File: config.mk
export PLATFORM = sky130hd
export DESIGN_NAME = sha256_hasher
export DESIGN_NICKNAME = d
export VERILOG_FILES = /design/src/design/sha_pkg.sv /design/src/design/sha256_hasher.sv
export SDC_FILE = /design/constraint.sdc
export NUM_CORES = 2
export LEC_CHECK = 0
export BUFFER_PORTS_ARGS = -buffer_cell sky130_fd_sc_hd__buf_4
export CAP_MARGIN = 20
export CORE_MARGIN = 2
export CORE_UTILIZATION = 40
export CTS_CLUSTER_DIAMETER = 50
export DETAILED_ROUTE_END_ITERATION = 12
export GPL_ROUTABILITY_DRIVEN = 0
export HOLD_SLACK_MARGIN = 0.06
export PLACE_DENSITY = 0.63
export SYNTH_ARGS = -nofsm -noshare
export SYNTH_HDL_FRONTEND = slang
export SYNTH_SLANG_ARGS = --single-unit
File: constraint.sdc
create_clock -name clock -period 19 [get_ports clock]
set_input_delay 3.8 -clock clock [delete_from_list [all_inputs] [get_ports clock]]
set_output_delay 3.8 -clock clock [all_outputs]
set_load 0.01 [all_outputs]
File: src/design/sha_pkg.sv
// Package: SHA-256 types, round constants and helper functions.
package sha_pkg;

   typedef enum logic [2:0] {
      ST_IDLE,
      ST_ROUND,
      ST_FOLD,
      ST_PAD,
      ST_EMIT
   } state_type;

   localparam logic [31:0] INIT_VALUE [8] = '{
      32'h6a09e667, 32'hbb67ae85, 32'h3c6ef372, 32'ha54ff53a,
      32'h510e527f, 32'h9b05688c, 32'h1f83d9ab, 32'h5be0cd19
   };

   localparam logic [31:0] ROUND_K [64] = '{
      32'h428a2f98, 32'h71374491, 32'hb5c0fbcf, 32'he9b5dba5,
      32'h3956c25b, 32'h59f111f1, 32'h923f82a4, 32'hab1c5ed5,
      32'hd807aa98, 32'h12835b01, 32'h243185be, 32'h550c7dc3,
      32'h72be5d74, 32'h80deb1fe, 32'h9bdc06a7, 32'hc19bf174,
      32'he49b69c1, 32'hefbe4786, 32'h0fc19dc6, 32'h240ca1cc,
      32'h2de92c6f, 32'h4a7484aa, 32'h5cb0a9dc, 32'h76f988da,
      32'h983e5152, 32'ha831c66d, 32'hb00327c8, 32'hbf597fc7,
      32'hc6e00bf3, 32'hd5a79147, 32'h06ca6351, 32'h14292967,
      32'h27b70a85, 32'h2e1b2138, 32'h4d2c6dfc, 32'h53380d13,
      32'h650a7354, 32'h766a0abb, 32'h81c2c92e, 32'h92722c85,
      32'ha2bfe8a1, 32'ha81a664b, 32'hc24b8b70, 32'hc76c51a3,
      32'hd192e819, 32'hd6990624, 32'hf40e3585, 32'h106aa070,
      32'h19a4c116, 32'h1e376c08, 32'h2748774c, 32'h34b0bcb5,
      32'h391c0cb3, 32'h4ed8aa4a, 32'h5b9cca4f, 32'h682e6ff3,
      32'h748f82ee, 32'h78a5636f, 32'h84c87814, 32'h8cc70208,
      32'h90befffa, 32'ha4506ceb, 32'hbef9a3f7, 32'hc67178f2
   };

   function automatic logic [31:0] rotr(input logic [31:0] x, input int unsigned n);
      rotr = (x >> n) | (x << (32 - n));
   endfunction

endpackage

File: src/design/sha256_hasher.sv
// Top level: byte-serial SHA-256 hasher with one shared round unit.
// Bytes are taken one per transfer while no block is running; each full 64-byte block
// runs 64 rounds, one per cycle, and then folds into the chain value, during all of
// which req_stall is high. A last transfer pads (one pad byte at a time, then one or two
// blocks of rounds) and then presents the eight digest words on the rsp channel, one per
// transfer.
module sha256_hasher (
   input  logic        clock,
   input  logic        reset,
   input  logic        req_valid,
   output logic        req_stall,
   input  logic [7:0]  req_message_byte,
   input  logic        req_byte_valid,
   input  logic        req_last_byte,
   output logic        rsp_valid,
   input  logic        rsp_stall,
   output logic [31:0] rsp_digest_word,
   output logic [2:0]  rsp_word_index,
   output logic        rsp_last_word
);

   sha_pkg::state_type state_ff, state_in;
   logic [31:0] chain_ff [8];
   logic [31:0] chain_in [8];
   logic [31:0] work_ff [8];
   logic [31:0] work_in [8];
   logic [31:0] win_ff [16];
   logic [31:0] win_in [16];
   logic [5:0]  fill_ff, fill_in;
   logic [63:0] bits_ff, bits_in;
   logic [63:0] len_ff, len_in;
   logic [5:0]  round_ff, round_in;
   logic [2:0]  widx_ff, widx_in;
   logic        final_ff, final_in;
   logic        padded_ff, padded_in;
   logic        spill_ff, spill_in;

   logic        req_xfer, rsp_xfer;
   logic        push;
   logic [7:0]  push_byte;
   logic [31:0] w_new, w_cur, t1, t2, e, a, s0, s1, w15, w2;

   assign req_xfer = req_valid && !req_stall;
   assign rsp_xfer = rsp_valid && !rsp_stall;

   // outputs
   always_comb begin
      req_stall       = (state_ff != sha_pkg::ST_IDLE);
      rsp_valid       = (state_ff == sha_pkg::ST_EMIT);
      rsp_digest_word = chain_ff[widx_ff];
      rsp_word_index  = widx_ff;
      rsp_last_word   = (widx_ff == 3'd7);
   end

   // shared round unit
   always_comb begin
      w15   = win_ff[4'(round_ff - 6'd15)];
      w2    = win_ff[4'(round_ff - 6'd2)];
      s0    = sha_pkg::rotr(w15, 7) ^ sha_pkg::rotr(w15, 18) ^ (w15 >> 3);
      s1    = sha_pkg::rotr(w2, 17) ^ sha_pkg::rotr(w2, 19) ^ (w2 >> 10);
      w_new = win_ff[round_ff[3:0]] + s0 + win_ff[4'(round_ff - 6'd7)] + s1;
      w_cur = (round_ff < 6'd16) ? win_ff[round_ff[3:0]] : w_new;
      e     = work_ff[4];
      a     = work_ff[0];
      t1    = work_ff[7] + (sha_pkg::rotr(e, 6) ^ sha_pkg::rotr(e, 11) ^ sha_pkg::rotr(e, 25))
            + ((e & work_ff[5]) ^ (~e & work_ff[6])) + sha_pkg::ROUND_K[round_ff] + w_cur;
      t2    = (sha_pkg::rotr(a, 2) ^ sha_pkg::rotr(a, 13) ^ sha_pkg::rotr(a, 22))
            + ((a & work_ff[1]) ^ (a & work_ff[2]) ^ (work_ff[1] & work_ff[2]));
   end

   // pad byte source; length bytes only in the block that does not spill past byte 55
   always_comb begin
      push      = 1'b0;
      push_byte = 8'h00;
      if (state_ff == sha_pkg::ST_IDLE && req_xfer && req_byte_valid) begin
         push      = 1'b1;
         push_byte = req_message_byte;
      end else if (state_ff == sha_pkg::ST_PAD) begin
         push = 1'b1;
         if (!padded_ff) push_byte = 8'h80;
         else if (!spill_ff && (fill_ff inside {[6'd56:6'd63]}))
            push_byte = len_ff[6'(63 - 8 * (fill_ff - 6'd56)) -: 8];
      end
   end

   // next state
   always_comb begin
      state_in = state_ff;
      case (state_ff)
         sha_pkg::ST_IDLE: begin
            if (req_xfer) begin
               if (req_byte_valid && fill_ff == 6'd63) state_in = sha_pkg::ST_ROUND;
               else if (req_last_byte) state_in = sha_pkg::ST_PAD;
            end
         end
         sha_pkg::ST_ROUND: if (round_ff == 6'd63) state_in = sha_pkg::ST_FOLD;
         sha_pkg::ST_FOLD: begin
            if (final_ff && padded_ff && len_ff == 64'd0) state_in = sha_pkg::ST_EMIT;
            else if (final_ff) state_in = sha_pkg::ST_PAD;
            else state_in = sha_pkg::ST_IDLE;
         end
         sha_pkg::ST_PAD: if (fill_ff == 6'd63) state_in = sha_pkg::ST_ROUND;
         sha_pkg::ST_EMIT: if (rsp_xfer && widx_ff == 3'd7) state_in = sha_pkg::ST_IDLE;
         default: state_in = sha_pkg::ST_IDLE;
      endcase
   end

   // datapath; len_ff is cleared once the length bytes are in to mark the tail block
   always_comb begin
      chain_in  = chain_ff;
      work_in   = work_ff;
      win_in    = win_ff;
      fill_in   = fill_ff;
      bits_in   = bits_ff;
      len_in    = len_ff;
      round_in  = round_ff;
      widx_in   = widx_ff;
      final_in  = final_ff;
      padded_in = padded_ff;
      spill_in  = spill_ff;
      if (push) begin
         if (fill_ff[1:0] == 2'd0)
            win_in[fill_ff[5:2]] = {push_byte, 24'd0};
         else
            win_in[fill_ff[5:2]][5'(31 - 8 * fill_ff[1:0]) -: 8] = push_byte;
         fill_in = fill_ff + 6'd1;
         if (fill_ff == 6'd63) begin
            work_in  = chain_ff;
            round_in = 6'd0;
         end
      end
      case (state_ff)
         sha_pkg::ST_IDLE: begin
            if (req_xfer) begin
               if (req_byte_valid) bits_in = bits_ff + 64'd8;
               if (req_last_byte) begin
                  final_in  = 1'b1;
                  padded_in = 1'b0;
                  len_in    = req_byte_valid ? bits_ff + 64'd8 : bits_ff;
               end
            end
         end
         sha_pkg::ST_ROUND: begin
            if (round_ff >= 6'd16) win_in[round_ff[3:0]] = w_new;
            work_in[7] = work_ff[6];
            work_in[6] = work_ff[5];
            work_in[5] = e;
            work_in[4] = work_ff[3] + t1;
            work_in[3] = work_ff[2];
            work_in[2] = work_ff[1];
            work_in[1] = a;
            work_in[0] = t1 + t2;
            round_in   = round_ff + 6'd1;
         end
         sha_pkg::ST_FOLD: begin
            for (int j = 0; j < 8; j++) chain_in[j] = chain_ff[j] + work_ff[j];
            widx_in = 3'd0;
         end
         sha_pkg::ST_PAD: begin
            padded_in = 1'b1;
            if (!padded_ff) spill_in = (fill_ff inside {[6'd56:6'd62]});
            else if (fill_ff == 6'd63) spill_in = 1'b0;
            if (fill_ff == 6'd63 && padded_ff && !spill_ff) len_in = 64'd0;
         end
         sha_pkg::ST_EMIT: begin
            if (rsp_xfer) begin
               widx_in = widx_ff + 3'd1;
               if (widx_ff == 3'd7) begin
                  chain_in = sha_pkg::INIT_VALUE;
                  for (int j = 0; j < 8; j++) work_in[j] = 32'd0;
                  fill_in  = 6'd0;
                  bits_in  = 64'd0;
                  final_in = 1'b0;
               end
            end
         end
         default: ;
      endcase
   end

   always_ff @(posedge clock) begin
      if (reset) begin
         state_ff  <= sha_pkg::ST_IDLE;
         chain_ff  <= sha_pkg::INIT_VALUE;
         for (int j = 0; j < 8; j++) work_ff[j] <= 32'd0;
         fill_ff   <= 6'd0;
         bits_ff   <= 64'd0;
         len_ff    <= 64'd0;
         round_ff  <= 6'd0;
         widx_ff   <= 3'd0;
         final_ff  <= 1'b0;
         padded_ff <= 1'b0;
         spill_ff  <= 1'b0;
      end else begin
         state_ff  <= state_in;
         chain_ff  <= chain_in;
         work_ff   <= work_in;
         fill_ff   <= fill_in;
         bits_ff   <= bits_in;
         len_ff    <= len_in;
         round_ff  <= round_in;
         widx_ff   <= widx_in;
         final_ff  <= final_in;
         padded_ff <= padded_in;
         spill_ff  <= spill_in;
      end
      win_ff <= win_in;
   end

`ifndef NO_ASSERTIONS
   a_no_overlap: assert property (@(posedge clock) disable iff (reset)
      !(rsp_valid && !req_stall)) else $error("rsp while accepting");
   a_emit_start: assert property (@(posedge clock) disable iff (reset)
      $rose(rsp_valid) |-> rsp_word_index == 3'd0) else $error("emit not at word 0");
   a_round_wrap: assert property (@(posedge clock) disable iff (reset)
      (state_ff == sha_pkg::ST_FOLD) |-> $past(round_ff) == 6'd63) else $error("short block");
`endif

endmodule
## Yosys cells after proc, flatten, opt, wreduce, memory -nomap -nowiden

Memories as Yosys holds them, arrays and structs flattened.
Cells that the tools add are included.

| word-level totals | value |
|---|---|
| register bits after elaboration | 1173 |
| memory bits (read-only) | 2048 |
| input bits | 14 |
| logic and storage cells | 257 |
| memories | 1 |

Memory list:

| memory | words | bits a word | rd ports | clocked after memory_dff | write ports | RTL line | text |
|---|---|---|---|---|---|---|---|
| (name not given) | 64 | 32 | 1 | 0 | 0 | sha256_hasher.sv:66 | `+ ((e & work_ff[5]) ^ (~e & work_ff[6])) + sha_pkg::ROUND_K[round_ff] + w_cur;` |

| cells by class | value |
|---|---|
| add/sub/neg operators | 29 |
| order comparisons | 14 |
| eq/ne operators | 17 |
| shift-type cells | 3 |
| mux-type cells | 82 |
| bitwise gates (word level) | 34 |
| reductions and logical operators | 36 |

Operators by type and width:

| kind | count |
|---|---|
| 512-bit 2-to-1 mux | 4 |
| 512-bit bitwise mux | 3 |
| 256-bit 2-to-1 mux | 6 |
| 256-bit case mux with 2 select lines | 2 |
| 32-bit adder | 18 |
| 32-bit binary-select mux with 4-bit select | 4 |
| 32-bit 2-to-1 mux | 16 |
| 64-bit 2-to-1 mux | 7 |
| 32-bit demux with 4-bit select | 3 |
| 32-bit XOR | 9 |
| 64-bit case mux with 2 select lines | 2 |
| 32-bit AND | 5 |
| 32-bit binary-select mux with 3-bit select | 1 |
| 71-bit by 7-bit indexed part select with 8-bit output | 1 |
| 64-bit by 4-bit adder with 64-bit output (second input constant) | 1 |
| 64-bit logical NOT | 1 |
| 6-bit 2-to-1 mux | 7 |
| 8-bit by 7-bit variable shift with 39-bit output (first input constant) | 1 |
| 8-bit by 7-bit indexed part select with 39-bit output | 1 |
| 8-bit 2-to-1 mux | 4 |
| 32-bit NOT | 1 |
| 10-bit by 32-bit OR with 32-bit output | 1 |
| 13-bit by 32-bit OR with 32-bit output | 1 |
| 14-bit by 32-bit OR with 32-bit output | 1 |
| 52 further kinds | 115 |

## Longest topological paths before layout

| depth | value |
|---|---|
| depth in word-level cells | 15 |
| depth in mapped cells | 64 |
| gate-level depth less buffers | 54 |

## Worst setup path before layout

No wires, ideal clock.

| timing path | value |
|---|---|
| path kind | flip-flop to flip-flop |
| start point | register round_ff[0] |
| end point | register work_ff, in the netlist a[29] |
| data arrival time | 14.318 ns |
| required time | 18.866 ns |
| setup slack | 4.549 ns |
| cell stages (with the launch flop) | 61 |
| path buffers | 12 |
| cell sequence | dfxtp_1 buf_6 buf_12 buf_8 buf_2 buf_2 buf_2 buf_2 inv_1 ha_1 buf_4 buf_2 buf_1 clkbuf_1 clkbuf_1 mux4_2 mux4_2 xnor2_1 [25 not listed] o31a_1 a311o_1 a31oi_1 xnor2_1 inv_1 fa_1 inv_1 ha_1 and3_1 a221o_1 nand2_1 nand2_1 a211o_1 a21o_1 a21o_1 a21oi_1 xor2_1 o22ai_1 |

| between the ends | value |
|---|---|
| longest elaborated chain between the ends | 15 |
| elaborated cells on any way between the ends | 40 |

Ends and longest elaborated chain:

| item | RTL line | text |
|---|---|---|
| from (decl) | sha256_hasher.sv:32 | `logic [5:0] round_ff, round_in;` |
| from (signal assigned) | sha256_hasher.sv:201 | `round_ff <= round_in;` |
| 4-bit subtractor | sha256_hasher.sv:57 | `w15 = win_ff[4'(round_ff - 6'd15)];` |
| 4-bit NOT with 5-bit output (not written as such) | sha256_hasher.sv:57 |  |
| 32-bit binary-select mux with 4-bit select | sha256_hasher.sv:57 |  |
| 32-bit 2-to-1 mux (not written as such) (2 in series) | sha256_hasher.sv:57 |  |
| 25-bit by 32-bit OR with 32-bit output / 14-bit by 32-bit OR with 32-bit output (equally long branches) | sha_pkg.sv:37 | `rotr = (x >> n) \| (x << (32 - n));` |
| 32-bit XOR | sha256_hasher.sv:59 | `s0 = sha_pkg::rotr(w15, 7) ^ sha_pkg::rotr(w15, 18) ^ (w15 >> 3);` |
| 32-bit by 29-bit XOR with 32-bit output | sha256_hasher.sv:59 |  |
| 32-bit adder (3 in series) | sha256_hasher.sv:61 | `w_new = win_ff[round_ff[3:0]] + s0 + win_ff[4'(round_ff - 6'd7)] + s1;` |
| 32-bit 2-to-1 mux | sha256_hasher.sv:62 | `w_cur = (round_ff < 6'd16) ? win_ff[round_ff[3:0]] : w_new;` |
| 32-bit adder * | sha256_hasher.sv:66 |  |
| 32-bit adder * | sha256_hasher.sv:152 | `work_in[0] = t1 + t2;` |
| 256-bit case mux with 2 select lines * | sha256_hasher.sv:132 | `case (state_ff)` |
| to (signal assigned) | sha256_hasher.sv:197 | `work_ff <= work_in;` |
| to (decl) | sha256_hasher.sv:25 | `logic [31:0] work_ff [8];` |

Mark *: on every way between the ends. The rest lies on a longest branch, timed or not. The select of a mux whose other input is x is not followed.
A chain may end at the register's enable or synchronous reset.

## Worst setup path after layout

| timing path | value |
|---|---|
| start point | register round_ff[0] |
| end point | register work_ff, in the netlist a[28] |

Same word-level chain as after synthesis.

==> results.py <==
metrics = {
    "worst_setup_path": {
        "path_max_fanout": 59,
        "slowest_delay_ps": 980,
        "r2r_cells": 47,
        "cp-start-kind": "flip-flop",
        "cp.arrival_ps": 16390,
        "rrSetupSlack_ps": 3290,
        "crit_required_ps": 19680,
        "criticalPathCategory": "reg -> reg",
        "path_common_cell": "fa_1",
        "slowest_stage": "dfxtp_4",
        "worst_setup_path_end_kind": "flip-flop",
    },
    "floorplanning": {
        "start_util": 0.403,
        "die_area_um2": 228000,
        "die_y_um": 477,
        "die_x_um": 477,
        "fp-row-count": 173,
        "core_area_um2": 222000,
        "io_pins": 52,
    },
    "routing": {
        "first_iter_violations": 13400,
        "vias": 87800,
        "ant_nets": 0,
        "routed_wl_um": 365000,
        "wl_per_cell_um": 27.4,
        "drc_errors": 0,
        "vias_per_cell": 6.57,
        "first_pass_iters": 10,
    },
    "clock_network": {
        "cts_htree_levels": 4,
        "clk_pin_slew_worst_paths_ps": 60,
        "cts_resized": 0,
        "cts_inserted_buffers": 167,
        "cts_hold_buf": 0,
        "post_cts_buffers": 0,
        "cts-root-buf": "clkbuf_16",
        "cts_tree": "yes",
        "clk_latency_ps": 880,
        "cts.sinks": 1168,
        "clock_path_buffers": 3,
    },
    "cells_and_area": {
        "nets": 10900,
        "drive_gt1_frac": 0.114,
        "stdcell_area_um2": 98000,
        "syn_to_final_growth_pct": 9.53,
    },
    "grt": {
        "overflow": 0,
        "grt_pass1_wl_um": 536000,
        "grt_usage": 0.307,
        "grt_pass1_vias": 81700,
        "grt_max_degree": 174,
        "antenna_found_initial": 14,
    },
    "logic_synthesis": {
        "ys_dominant_reg_cell": "dfxtp_1",
        "yosysWarnings": 0,
        "ys_types": 86,
        "yosysTopAreaCellShare": 0.261,
        "ys_top_cells_by_count": "a21oi_1 (1353), nor2_1 (1227), dfxtp_1 (1168), nand2_1 (1168), clkbuf_1 (645)",
        "synthTopCellsByArea": "dfxtp_1 (26%), mux4_2 (13%), a21oi_1 (7.6%)",
        "synth_area_per_cell_um2": 8.41,
        "synthesis.instances": 10600,
        "synth-edff-count": 0,
        "syn_area_um2": 89500,
        "yosysMostFrequentCell": "a21oi_1",
        "synth_nets": 11300,
        "ys_seq_area_frac": 0.261,
        "ys_ff_latch": 1168,
        "yosysTopAreaCell": "dfxtp_1",
        "async_flop_share": 0,
    },
    "sta": {
        "min_period_ps": 15710,
        "slew_violations": 0,
        "hold_viol": 0,
        "maxClockFrequency_ghz": 0.0637,
        "final.setup.tns_ps": 0,
        "max_slew_margin": 0.135,
        "fin_crit_sh": 0.827,
        "holdWs_ps": 475,
        "finClkSkew_ps": 71.4,
        "worstMarginPinSlew_ps": 1290,
        "finalSetupViolations": 0,
        "grt_setup_unrepaired": "false",
    },
    "power_and_ir_drop": {
        "p_per_area_nw_per_um2": 154,
        "irDropWorstVdd_v": 0.000283,
        "leakage_uw": 0.0376,
    },
    "run_status": {
        "status": "complete, no violations",
    },
    "placed_design": {
        "hpwl_um": 251000,
        "io_buffers": 51,
        "placed_area_um2": 92200,
    },
    "worst_hold_path": {
        "min_delay_path_depth": 2,
        "hold_class": "reg -> reg",
    },
    "flow_run": {
        "maxCapViolCount": 0,
    },
}
-- metal layers --
layer / vias to the layer above / track usage / routed length [µm]
met5: - / 0.00630 / 290
met4: 21 / 0.193 / 27700
met3: 1570 / 0.104 / 47800
met2: 6166 / 0.448 / 153000
met1: 42200 / 0.386 / 137000
li1: 37800 / - / -
-- critical path: cells and delay by family (launching register included) --
kind                       cells  cell delay [ps]
AOI/OAI and AO/OA             17             4810
adders and majority gates     10             4470
buffers and inverters          6             1670
and+or+nand+nor                7             1340
muxes                          2             1230
DFF                            1              980
xor gates and xnor gates       5              960
-- flip-flops by register name, summed over array words and instances, names as in the netlist --
name and count:
spill_ff 1, chain_ff 256, len_ff 62, padded_ff 1
win_ff 512, bits_ff 61, fill_ff 6, state_ff 3
round_ff 6, final_ff 1, a 32, e 32
work_ff 192, rsp_word_index 3
-- placed cells by master, fill, tap and decap left out, types with 67 or more instances in the layout --
cell type / instances
mux2i_1: 184
a22oi_1: 165
dfxtp_1: 1159
a21o_1: 206
inv_1: 390
xnor2_1: 410
fa_1: 196
mux2_2: 67
o21ai_0: 524
nor2_1: 1205
a21oi_1: 1352
clkbuf_16: 169
o22ai_1: 110
nand2b_1: 67
a221oi_1: 180
ha_1: 409
buf_4: 199
a211oi_1: 293
nand2_1: 1164
xor2_1: 207
nand3_1: 112
nor3_1: 125
mux4_2: 507
-- path summary, 6_finish.rpt --
kind	start	end
setup / recovery	round_ff[0]$_SDFFE_PP0P_	a[28]$_SDFF_PP0_
hold / removal	bits_ff[19]$_SDFFE_PP0P_	bits_ff[19]$_SDFFE_PP0P_
hold reg to reg	bits_ff[19]$_SDFFE_PP0P_	bits_ff[19]$_SDFFE_PP0P_
setup reg to reg	round_ff[0]$_SDFFE_PP0P_	a[28]$_SDFF_PP0_
-- logic make-up after synthesis --
| family | after synthesis | synth area share |
|---|---|---|
| AOI/OAI and AO/OA | 3281 | 0.227 |
| muxes | 758 | 0.157 |
| xor gates and xnor gates | 621 | 0.0611 |
| adders and majority gates | 614 | 0.102 |
| and+or+nand+nor | 3014 | 0.142 |
| buffers and inverters | 1188 | 0.0507 |
| DFF | 1168 | 0.261 |
-- area by class of cell --
type / instances / area (µm²)
inverters: 395 / 1490
fillers: 21400 / 124000
diodes: 4 / 10.0
multi-input cells: 8288 / 61900
clock buffers: 212 / 4660
repair buffers: 216 / 1760
flip-flops and latches: 1168 / 23400
well taps: 2975 / 3720
clock inverters: 96 / 1110
-- per-stage QoR --
stage | utilization | power (µW) | instances | setup WS (ps)
floorplan | - | 8940 | 10600 | 4550
global placement | 0.414 | 11400 | 13000 | 3910
detailed placement | 0.415 | 11600 | 13000 | 3710
CTS | 0.441 | 14800 | 13300 | 3630
global route | 0.441 | 15800 | 13400 | 2630
finish | 0.441 | 15100 | 13400 | 3290
-- report_power, final --
group	leakage [µW]	switching, µW	internal [µW]
clock network	0.00282	1370	1900
logic	0.0253	5860	3170
registers	0.00943	250	2550
Power figures use the tool's default switching activity.
